--- src/rtl/core/hkrt_pkg.sv ---
// Shared types and constants for the HID key rollover table.
package hkrt_pkg;

  localparam int SLOT_COUNT_DEF = 6;
  localparam int OUT_SLOTS      = 6;
  localparam int KEY_W          = 8;
  localparam int USAGE_W        = 16;
  localparam int MOD_W          = 8;

  typedef struct packed {
    logic               cmd;
    logic               table_req;
    logic [USAGE_W-1:0] key_code;
    logic               is_modifier;
    logic [MOD_W-1:0]   modifier_bits;
  } hkrt_event_t;

  typedef struct packed {
    logic               changed;
    logic [MOD_W-1:0]   modifiers;
    logic [USAGE_W-1:0] slot_a;
    logic [USAGE_W-1:0] slot_b;
    logic [USAGE_W-1:0] slot_c;
    logic [USAGE_W-1:0] slot_d;
    logic [USAGE_W-1:0] slot_e;
    logic [USAGE_W-1:0] slot_f;
  } hkrt_result_t;

  typedef struct packed {
    logic en;
    logic consumer;
  } hkrt_wr_ctl_t;

endpackage

--- src/rtl/core/hkrt_chan_if.sv ---
// Valid/ready channel interface carrying one payload per transfer.
interface hkrt_chan_if #(
  parameter type payload_t = logic
);
  logic     valid;
  logic     ready;
  payload_t payload;

  modport source (output valid, output payload, input ready);
  modport sink   (input valid, input payload, output ready);
endinterface

--- src/rtl/core/hkrt_slot_table.sv ---
// Packed slot table: one write port, one indexed read, all slots visible.
module hkrt_slot_table #(
  parameter int SLOT_COUNT = 6,
  parameter int WIDTH      = 8,
  parameter int IW         = 3
) (
  input  logic             clk,
  input  logic             rst,
  input  logic             wr_en,
  input  logic [IW-1:0]    wr_idx,
  input  logic [WIDTH-1:0] wr_data,
  input  logic [IW-1:0]    rd_idx,
  output logic [WIDTH-1:0] rd_data,
  output logic [WIDTH-1:0] slots [SLOT_COUNT]
);

  logic [WIDTH-1:0] mem [SLOT_COUNT];

  always_ff @(posedge clk) begin
    if (rst) begin
      for (int i = 0; i < SLOT_COUNT; i++) mem[i] <= '0;
    end else if (wr_en) begin
      mem[wr_idx] <= wr_data;
    end
  end

  assign rd_data = mem[rd_idx];

  always_comb begin
    for (int i = 0; i < SLOT_COUNT; i++) slots[i] = mem[i];
  end

endmodule

--- src/rtl/core/hkrt_seq.sv ---
// Scan/shift sequencer around a single shared slot comparator.
module hkrt_seq #(
  parameter int SLOT_COUNT = 6,
  parameter int IW         = 3
) (
  input  logic                        clk,
  input  logic                        rst,
  input  logic                        start,
  input  logic                        start_release,
  input  logic                        start_consumer,
  input  logic [hkrt_pkg::USAGE_W-1:0] start_code,
  output logic [IW-1:0]               rd_idx,
  input  logic [hkrt_pkg::USAGE_W-1:0] rd_data,
  output hkrt_pkg::hkrt_wr_ctl_t      wr,
  output logic [IW-1:0]               wr_idx,
  output logic [hkrt_pkg::USAGE_W-1:0] wr_data,
  output logic                        busy,
  output logic                        done,
  output logic                        hit
);
  import hkrt_pkg::*;

  localparam int CW = $clog2(SLOT_COUNT + 1);

  localparam logic [1:0] S_IDLE  = 2'd0;
  localparam logic [1:0] S_SCAN  = 2'd1;
  localparam logic [1:0] S_SHIFT = 2'd2;
  localparam logic [1:0] S_CLEAR = 2'd3;

  logic [1:0]         state, state_next;
  logic [CW-1:0]      cnt, cnt_next;
  logic [USAGE_W-1:0] code;
  logic               release_op;
  logic               consumer_op;
  logic [IW-1:0]      empty_idx, empty_idx_next;
  logic               have_empty, have_empty_next;

  logic match, empty_here, last;

  assign rd_idx     = cnt[IW-1:0];
  assign match      = (rd_data == code);
  assign empty_here = (rd_data == '0);
  assign last       = (cnt == CW'(SLOT_COUNT - 1));
  assign busy       = (state != S_IDLE);

  always_comb begin
    state_next      = state;
    cnt_next        = cnt;
    empty_idx_next  = empty_idx;
    have_empty_next = have_empty;
    wr.en           = 1'b0;
    wr.consumer     = consumer_op;
    wr_idx          = cnt[IW-1:0];
    wr_data         = rd_data;
    done            = 1'b0;
    hit             = 1'b0;
    unique case (state)
      S_IDLE: begin
        if (start) begin
          state_next      = S_SCAN;
          cnt_next        = '0;
          have_empty_next = 1'b0;
        end
      end
      S_SCAN: begin
        if (match) begin
          if (!release_op) begin
            done       = 1'b1;
            state_next = S_IDLE;
          end else if (last) begin
            state_next = S_CLEAR;
          end else begin
            cnt_next   = cnt + CW'(1);
            state_next = S_SHIFT;
          end
        end else begin
          if (empty_here && !have_empty) begin
            empty_idx_next  = cnt[IW-1:0];
            have_empty_next = 1'b1;
          end
          if (last) begin
            done       = 1'b1;
            state_next = S_IDLE;
            if (!release_op && (have_empty || empty_here)) begin
              wr.en   = 1'b1;
              wr_idx  = have_empty ? empty_idx : cnt[IW-1:0];
              wr_data = code;
              hit     = 1'b1;
            end
          end else begin
            cnt_next = cnt + CW'(1);
          end
        end
      end
      S_SHIFT: begin
        wr.en   = 1'b1;
        wr_idx  = IW'(cnt - CW'(1));
        wr_data = rd_data;
        if (last) begin
          state_next = S_CLEAR;
        end else begin
          cnt_next = cnt + CW'(1);
        end
      end
      S_CLEAR: begin
        wr.en      = 1'b1;
        wr_idx     = IW'(SLOT_COUNT - 1);
        wr_data    = '0;
        done       = 1'b1;
        hit        = 1'b1;
        state_next = S_IDLE;
      end
      default: state_next = S_IDLE;
    endcase
  end

  always_ff @(posedge clk) begin
    if (rst) begin
      state      <= S_IDLE;
      cnt        <= '0;
      have_empty <= 1'b0;
    end else begin
      state      <= state_next;
      cnt        <= cnt_next;
      have_empty <= have_empty_next;
    end
  end

  always_ff @(posedge clk) begin
    empty_idx <= empty_idx_next;
    if (start && state == S_IDLE) begin
      code        <= start_code;
      release_op  <= start_release;
      consumer_op <= start_consumer;
    end
  end

endmodule

--- src/rtl/core/hid_key_rollover_table_core.sv ---
// HID rollover table: two slot tables, modifier bytes and result register.
// Direct modifier event: the transfer sets a pending flag and the report is loaded from it.
// Table event: the sequencer scans the slots in order through its single comparator; a release
// that hits moves each later slot down by one and then zeroes the last slot. The report is
// loaded once the sequencer is done; no new event is taken while it is busy or a report pends.
// A held report stalls the input. Synchronous reset clears tables, modifier bytes and control.
module hid_key_rollover_table_core #(
  parameter int SLOT_COUNT = hkrt_pkg::SLOT_COUNT_DEF
) (
  input logic        clk,
  input logic        rst,
  hkrt_chan_if.sink   evt,
  hkrt_chan_if.source res
);
  import hkrt_pkg::*;

  localparam int IW = (SLOT_COUNT > 1) ? $clog2(SLOT_COUNT) : 1;

  logic [MOD_W-1:0] real_mods, real_next;
  logic [MOD_W-1:0] vmods, vmods_next;
  logic             pend, out_valid, hit_q, mod_chg_q, sel_q;
  hkrt_result_t     res_q;

  logic acc, tbl_op, mod_chg, load;
  logic seq_busy, seq_done, seq_hit;

  hkrt_wr_ctl_t       wr;
  logic [IW-1:0]      rd_idx, wr_idx;
  logic [USAGE_W-1:0] wr_data, rd_data, cons_rd, code_in;
  logic [KEY_W-1:0]   key_rd;
  logic [KEY_W-1:0]   key_slots  [SLOT_COUNT];
  logic [USAGE_W-1:0] cons_slots [SLOT_COUNT];
  logic [USAGE_W-1:0] rep        [OUT_SLOTS];

  hkrt_event_t ev;
  assign ev = evt.payload;

  assign evt.ready = !seq_busy && !pend;
  assign acc       = evt.valid && evt.ready;
  assign tbl_op    = acc && (ev.table_req || !ev.is_modifier);
  assign code_in   = ev.table_req ? ev.key_code : {{(USAGE_W-KEY_W){1'b0}}, ev.key_code[KEY_W-1:0]};

  always_comb begin
    real_next  = real_mods;
    vmods_next = vmods;
    if (acc && !ev.table_req) begin
      if (ev.is_modifier) begin
        real_next = ev.cmd ? (real_mods & ~ev.modifier_bits) : (real_mods | ev.modifier_bits);
      end else begin
        vmods_next = ev.cmd ? (vmods & ~ev.modifier_bits) : (vmods | ev.modifier_bits);
      end
    end
    if (ev.table_req) begin
      mod_chg = 1'b0;
    end else if (ev.is_modifier) begin
      mod_chg = (real_mods | vmods) != (real_next | vmods);
    end else begin
      mod_chg = (vmods != vmods_next);
    end
  end

  hkrt_seq #(.SLOT_COUNT(SLOT_COUNT), .IW(IW)) u_seq (
    .clk            (clk),
    .rst            (rst),
    .start          (tbl_op),
    .start_release  (ev.cmd),
    .start_consumer (ev.table_req),
    .start_code     (code_in),
    .rd_idx         (rd_idx),
    .rd_data        (rd_data),
    .wr             (wr),
    .wr_idx         (wr_idx),
    .wr_data        (wr_data),
    .busy           (seq_busy),
    .done           (seq_done),
    .hit            (seq_hit)
  );

  hkrt_slot_table #(.SLOT_COUNT(SLOT_COUNT), .WIDTH(KEY_W), .IW(IW)) u_key_tab (
    .clk     (clk),
    .rst     (rst),
    .wr_en   (wr.en && !wr.consumer),
    .wr_idx  (wr_idx),
    .wr_data (wr_data[KEY_W-1:0]),
    .rd_idx  (rd_idx),
    .rd_data (key_rd),
    .slots   (key_slots)
  );

  hkrt_slot_table #(.SLOT_COUNT(SLOT_COUNT), .WIDTH(USAGE_W), .IW(IW)) u_cons_tab (
    .clk     (clk),
    .rst     (rst),
    .wr_en   (wr.en && wr.consumer),
    .wr_idx  (wr_idx),
    .wr_data (wr_data),
    .rd_idx  (rd_idx),
    .rd_data (cons_rd),
    .slots   (cons_slots)
  );

  assign rd_data = wr.consumer ? cons_rd : {{(USAGE_W-KEY_W){1'b0}}, key_rd};

  for (genvar i = 0; i < OUT_SLOTS; i++) begin : g_rep
    if (i < SLOT_COUNT) begin : g_live
      assign rep[i] = sel_q ? cons_slots[i] : {{(USAGE_W-KEY_W){1'b0}}, key_slots[i]};
    end else begin : g_zero
      assign rep[i] = '0;
    end
  end

  assign load = pend && (!out_valid || res.ready);

  always_ff @(posedge clk) begin
    if (rst) begin
      real_mods <= '0;
      vmods     <= '0;
      pend      <= 1'b0;
      out_valid <= 1'b0;
      hit_q     <= 1'b0;
    end else begin
      real_mods <= real_next;
      vmods     <= vmods_next;
      if (acc && !tbl_op) begin
        pend <= 1'b1;
      end else if (seq_done) begin
        pend <= 1'b1;
      end else if (load) begin
        pend <= 1'b0;
      end
      if (acc) begin
        hit_q <= 1'b0;
      end else if (seq_done) begin
        hit_q <= seq_hit;
      end
      if (load) begin
        out_valid <= 1'b1;
      end else if (res.ready) begin
        out_valid <= 1'b0;
      end
    end
  end

  always_ff @(posedge clk) begin
    if (acc) begin
      mod_chg_q <= mod_chg;
      sel_q     <= ev.table_req;
    end
    if (load) begin
      res_q.changed   <= hit_q | mod_chg_q;
      res_q.modifiers <= real_mods | vmods;
      res_q.slot_a    <= rep[0];
      res_q.slot_b    <= rep[1];
      res_q.slot_c    <= rep[2];
      res_q.slot_d    <= rep[3];
      res_q.slot_e    <= rep[4];
      res_q.slot_f    <= rep[5];
    end
  end

  assign res.valid   = out_valid;
  assign res.payload = res_q;

endmodule
--- src/flat_wrapper.sv ---
// flat-port wrapper written by rule: the top's interface ports become plain ports
module hid_key_rollover_table_core_flat import hkrt_pkg::*;
#(
  parameter int SLOT_COUNT = hkrt_pkg::SLOT_COUNT_DEF
)
  (clk, rst, evt_valid, evt_payload, evt_ready, res_valid, res_payload, res_ready);
  hkrt_chan_if evt_i ();
  hkrt_chan_if res_i ();
  input logic clk;
  input logic rst;
  input wire logic [$bits(evt_i.valid)-1:0] evt_valid;
  input wire logic [$bits(evt_i.payload)-1:0] evt_payload;
  output wire logic [$bits(evt_i.ready)-1:0] evt_ready;
  output wire logic [$bits(res_i.valid)-1:0] res_valid;
  output wire logic [$bits(res_i.payload)-1:0] res_payload;
  input wire logic [$bits(res_i.ready)-1:0] res_ready;
  assign evt_i.valid = evt_valid;
  assign evt_i.payload = evt_payload;
  assign evt_ready = evt_i.ready;
  assign res_valid = res_i.valid;
  assign res_payload = res_i.payload;
  assign res_i.ready = res_ready;
  hid_key_rollover_table_core #(.SLOT_COUNT(SLOT_COUNT)) u_core (.clk(clk), .rst(rst), .evt(evt_i), .res(res_i));
endmodule
--- config.mk ---
export PLATFORM = sky130hd
export DESIGN_NAME = hid_key_rollover_table_core_flat
export DESIGN_NICKNAME = d
export VERILOG_FILES = /design/src/rtl/core/hkrt_pkg.sv /design/src/rtl/core/hkrt_chan_if.sv /design/src/rtl/core/hkrt_slot_table.sv /design/src/rtl/core/hkrt_seq.sv /design/src/rtl/core/hid_key_rollover_table_core.sv /design/src/flat_wrapper.sv
export SDC_FILE = /design/constraint.sdc
export NUM_CORES = 1
export LEC_CHECK = 0
export ABC_AREA = 0
export BUFFER_PORTS_ARGS = -buffer_cell sky130_fd_sc_hd__buf_2
export CAP_MARGIN = 25
export CORE_ASPECT_RATIO = 1.4
export CORE_UTILIZATION = 30
export CTS_BUF_LIST = sky130_fd_sc_hd__clkbuf_8
export DETAILED_ROUTE_END_ITERATION = 10
export HOLD_SLACK_MARGIN = 0.02
export SYNTH_ARGS = -nofsm -noshare
export SYNTH_HDL_FRONTEND = slang
export SYNTH_SLANG_ARGS = --single-unit
--- constraint.sdc ---
create_clock -name clk -period 4 [get_ports clk]
set_input_delay 0 -clock clk [delete_from_list [all_inputs] [get_ports clk]]
set_output_delay 0 -clock clk [all_outputs]
set_load 0.05 [all_outputs]
==> results.cfg <==
[outcome]
outcome = finished, final reports clean

[floorplanning]
fp.dieH_um = 135
row_count = 48
start_util_pct = 30.8
fp.dieArea_mm2 = 0.0131
die_x_um = 97.0
core_area_mm2 = 0.0123
ios = 8

[yosys]
ys_types = 49
syn_inst = 290
ys_top_cells_by_area = edfxtp_1, mux4_1, dfxtp_1
yosysTopAreaCell = edfxtp_1
synth_top_area_share_pct = 53.9
synth-seq-area-share_pct = 59.7
synth_edf_count = 68
synthesis.area_mm2 = 0.00379
synth_warnings = 0
syn_area_per_cell_um2 = 13.1
synth-seq-cells = 79
async_flop_share_pct = 0
synth_ff_type = edfxtp_1

[global_route]
grt_antenna_before_repair = 0
grt_pass1_vias = 2461
grt_max_degree = 17
grt_pass1_wl_um = 12200
grt_usage_pct = 12.6
overflow = 0

[route]
via_per_inst = 5.14
drt_pass1_iterations = 4
route.vias.total = 2407
wl_um = 8020
final_antenna_net_count = 0
avgRoutedWirePerCell_um = 17.1
first_iter_violations = 146
drc = 0

[timing]
setup_viol_count_final = 0
rsz0062_at_grt = no
slew_headroom_pct = 56.1
hold_viol = 0
tns_ns = 0
tightest_slew_ns = 0.654
slew_violations = 0
skew_ns = 0.00721
timing.final.crit_period_ns = 3.60
fin_crit_sh_pct = 90.1
fmax_mhz = 277

[power]
swShare_pct = 24.6
peakVddDrop_mv = 0.149
p_leak_nw = 1.47
internal_power_w = 0.00119
pwr-share-seq_pct = 58.3
p_sw_w = 0.000389
p_per_area_mw_per_mm2 = 373
p_clk_share_pct = 31.5
p_comb_share_pct = 10.2

[cells_and_area]
stdcell_area_mm2 = 0.00423
syn_to_final_growth_pct = 11.7
fin_util_pct = 34.4
final_cell_mix = edfxtp_1, nor2_1, inv_1, nand2_1, mux4_1
multi_input_area_mm2 = 0.00139
drive_gt1_share_pct = 14.5
n_antenna_cell = 0
final_common_cell = edfxtp_1
fillCellCount = 1196
finish.net_count = 325
ff_latch_area_mm2 = 0.00226

[clocking]
cts_buffers = 9
cts-root-buf = clkbuf_8
cts_tree = built
clkTransAtPathRegs_ns = 0.08
cts_max_level = 3
numClockSinks = 79
cts_setup_buffers = 0
clk_latency_ns = 0.34
clockBufferDepth = 2

[run]
timing.max_cap.violations = 0

[worst_setup_path]
required_ns = 4.03
crit_fanout = 16
critical-path-slowest-cell = mux4_1
path_cells = buf_4, mux4_1, mux2i_1, nand4_1, or2_1, a221o_1, or4_1, nand2b_2
start_kind = flip-flop
end_kind = flip-flop
slowest_delay_ns = 0.61
worstPathArrival_ns = 3.64
setup.worst_path.class = reg -> reg

[placement]
hpwl_um = 5630
io_buffers = 6
place_congestion = 0.876
postPlaceCellArea_mm2 = 0.00402

[worst_hold_path]
min_path_type = reg -> reg
## layout make-up
cell class | instances | share of cell area, %
clock inverter | 7 | 0.976
tap | 150 | 4.44
multi-input combinational | 184 | 32.9
clock buffer | 9 | 2.93
timing repair buffer | 22 | 3.84
sequential | 79 | 53.5
inverter | 17 | 1.51
## sequential cells by signal, indices dropped and copies added (netlist names), named ones only
| signal | count |
|---|---|
| u_core.res.valid | 1 |
| u_core.res.payload | 1 |
| u_core.u_seq.rd_idx | 3 |
| u_core.u_seq.state | 2 |
| u_core.u_seq.have_empty | 1 |
| u_core.u_key_tab.mem | 64 |
| u_core.pend | 1 |
| u_core.u_seq.empty_idx | 3 |
## cell usage after synthesis (2+ instances only)
cell type  count
a31o_2         2
nor3_1         2
nand2_1       18
mux4_2         2
mux2i_1        8
buf_6          3
a311oi_1       2
edfxtp_1      68
inv_1         17
dfxtp_1       11
clkbuf_1       6
a221o_1        2
a21oi_1       12
nor2_2         8
ha_1           7
nor2_1        51
nand4_1        4
and3_1         2
o21ai_0        8
nor2b_1        3
nand3_1        4
o211ai_1       4
nor3b_1        2
o211a_1        2
nand2b_1       5
mux4_1        14
## power by group through the flow
stage	sequential, W	combinational, W	clock [W]
finish	0.000921	0.000161	0.000497
global route	0.000924	0.000174	0.000543
CTS	0.000922	0.000160	0.000513
detailed placement	0.000940	0.000157	0
global placement	0.000939	0.000155	0
floorplan	0.000936	0.000125	0
## metrics by stage
stage | power [W] | cells | hold slack, ns | worst slack (ns)
CTS | 0.00160 | 468 | 0.496 | 0.363
finish | 0.00158 | 468 | 0.508 | 0.395
global route | 0.00164 | 468 | 0.508 | 0.159
global placement | 0.00109 | 447 | 0.215 | 0.455
floorplan | 0.00106 | 292 | 0.111 | 0.545
detailed placement | 0.00110 | 447 | 0.228 | 0.415
## layer usage
metal	GRT usage, %	wire length [um]
met1	12.9	3030
met2	22.6	4250
met3	2.64	277
met5	0	0
met4	9.54	456
## logic make-up after synthesis
group | count (synthesis) | synth area share (%)
DFF | 79 | 59.7
and+or+nand+nor | 109 | 13.6
other | 1 | 0.0990
adders and majority gates | 7 | 2.31
muxes | 24 | 13.0
AOI/OAI and AO/OA | 40 | 7.10
xor gates and xnor gates | 1 | 0.231
buffers and inverters | 29 | 3.93
## what timing repair did
item | 4_1_cts | 5_1_grt
hold buffers | 5 | 0
resized for setup | 0 | 0
endpoints found under the hold margin | 4 | 0
## final timing paths
check / from / endpoint / slack [ns] / depth (start not counted)
setup / recovery: flip-flop / u_core.u_key_tab.mem[4][4]$_SDFFCE_PN0P_ / 0.40 / 8
setup reg to reg: flip-flop / u_core.u_key_tab.mem[4][4]$_SDFFCE_PN0P_ / 0.40 / 8
hold / removal: u_core.u_key_tab.mem[5][0]$_DFFE_PP_ / u_core.res.payload$_DFFE_PP_ / 0.51 / 0
hold reg to reg: u_core.u_key_tab.mem[5][0]$_DFFE_PP_ / u_core.res.payload$_DFFE_PP_ / 0.51 / 0
## worst max-delay path: cells and delay by family, from the launching register on
kind	cells	cell delay (ns)
and+or+nand+nor	4	1.37
muxes	2	0.88
AOI/OAI and AO/OA	1	0.41
DFF	1	0.33
buffers and inverters	1	0.29
No activity file was read; power rests on OpenSTA's default activity.
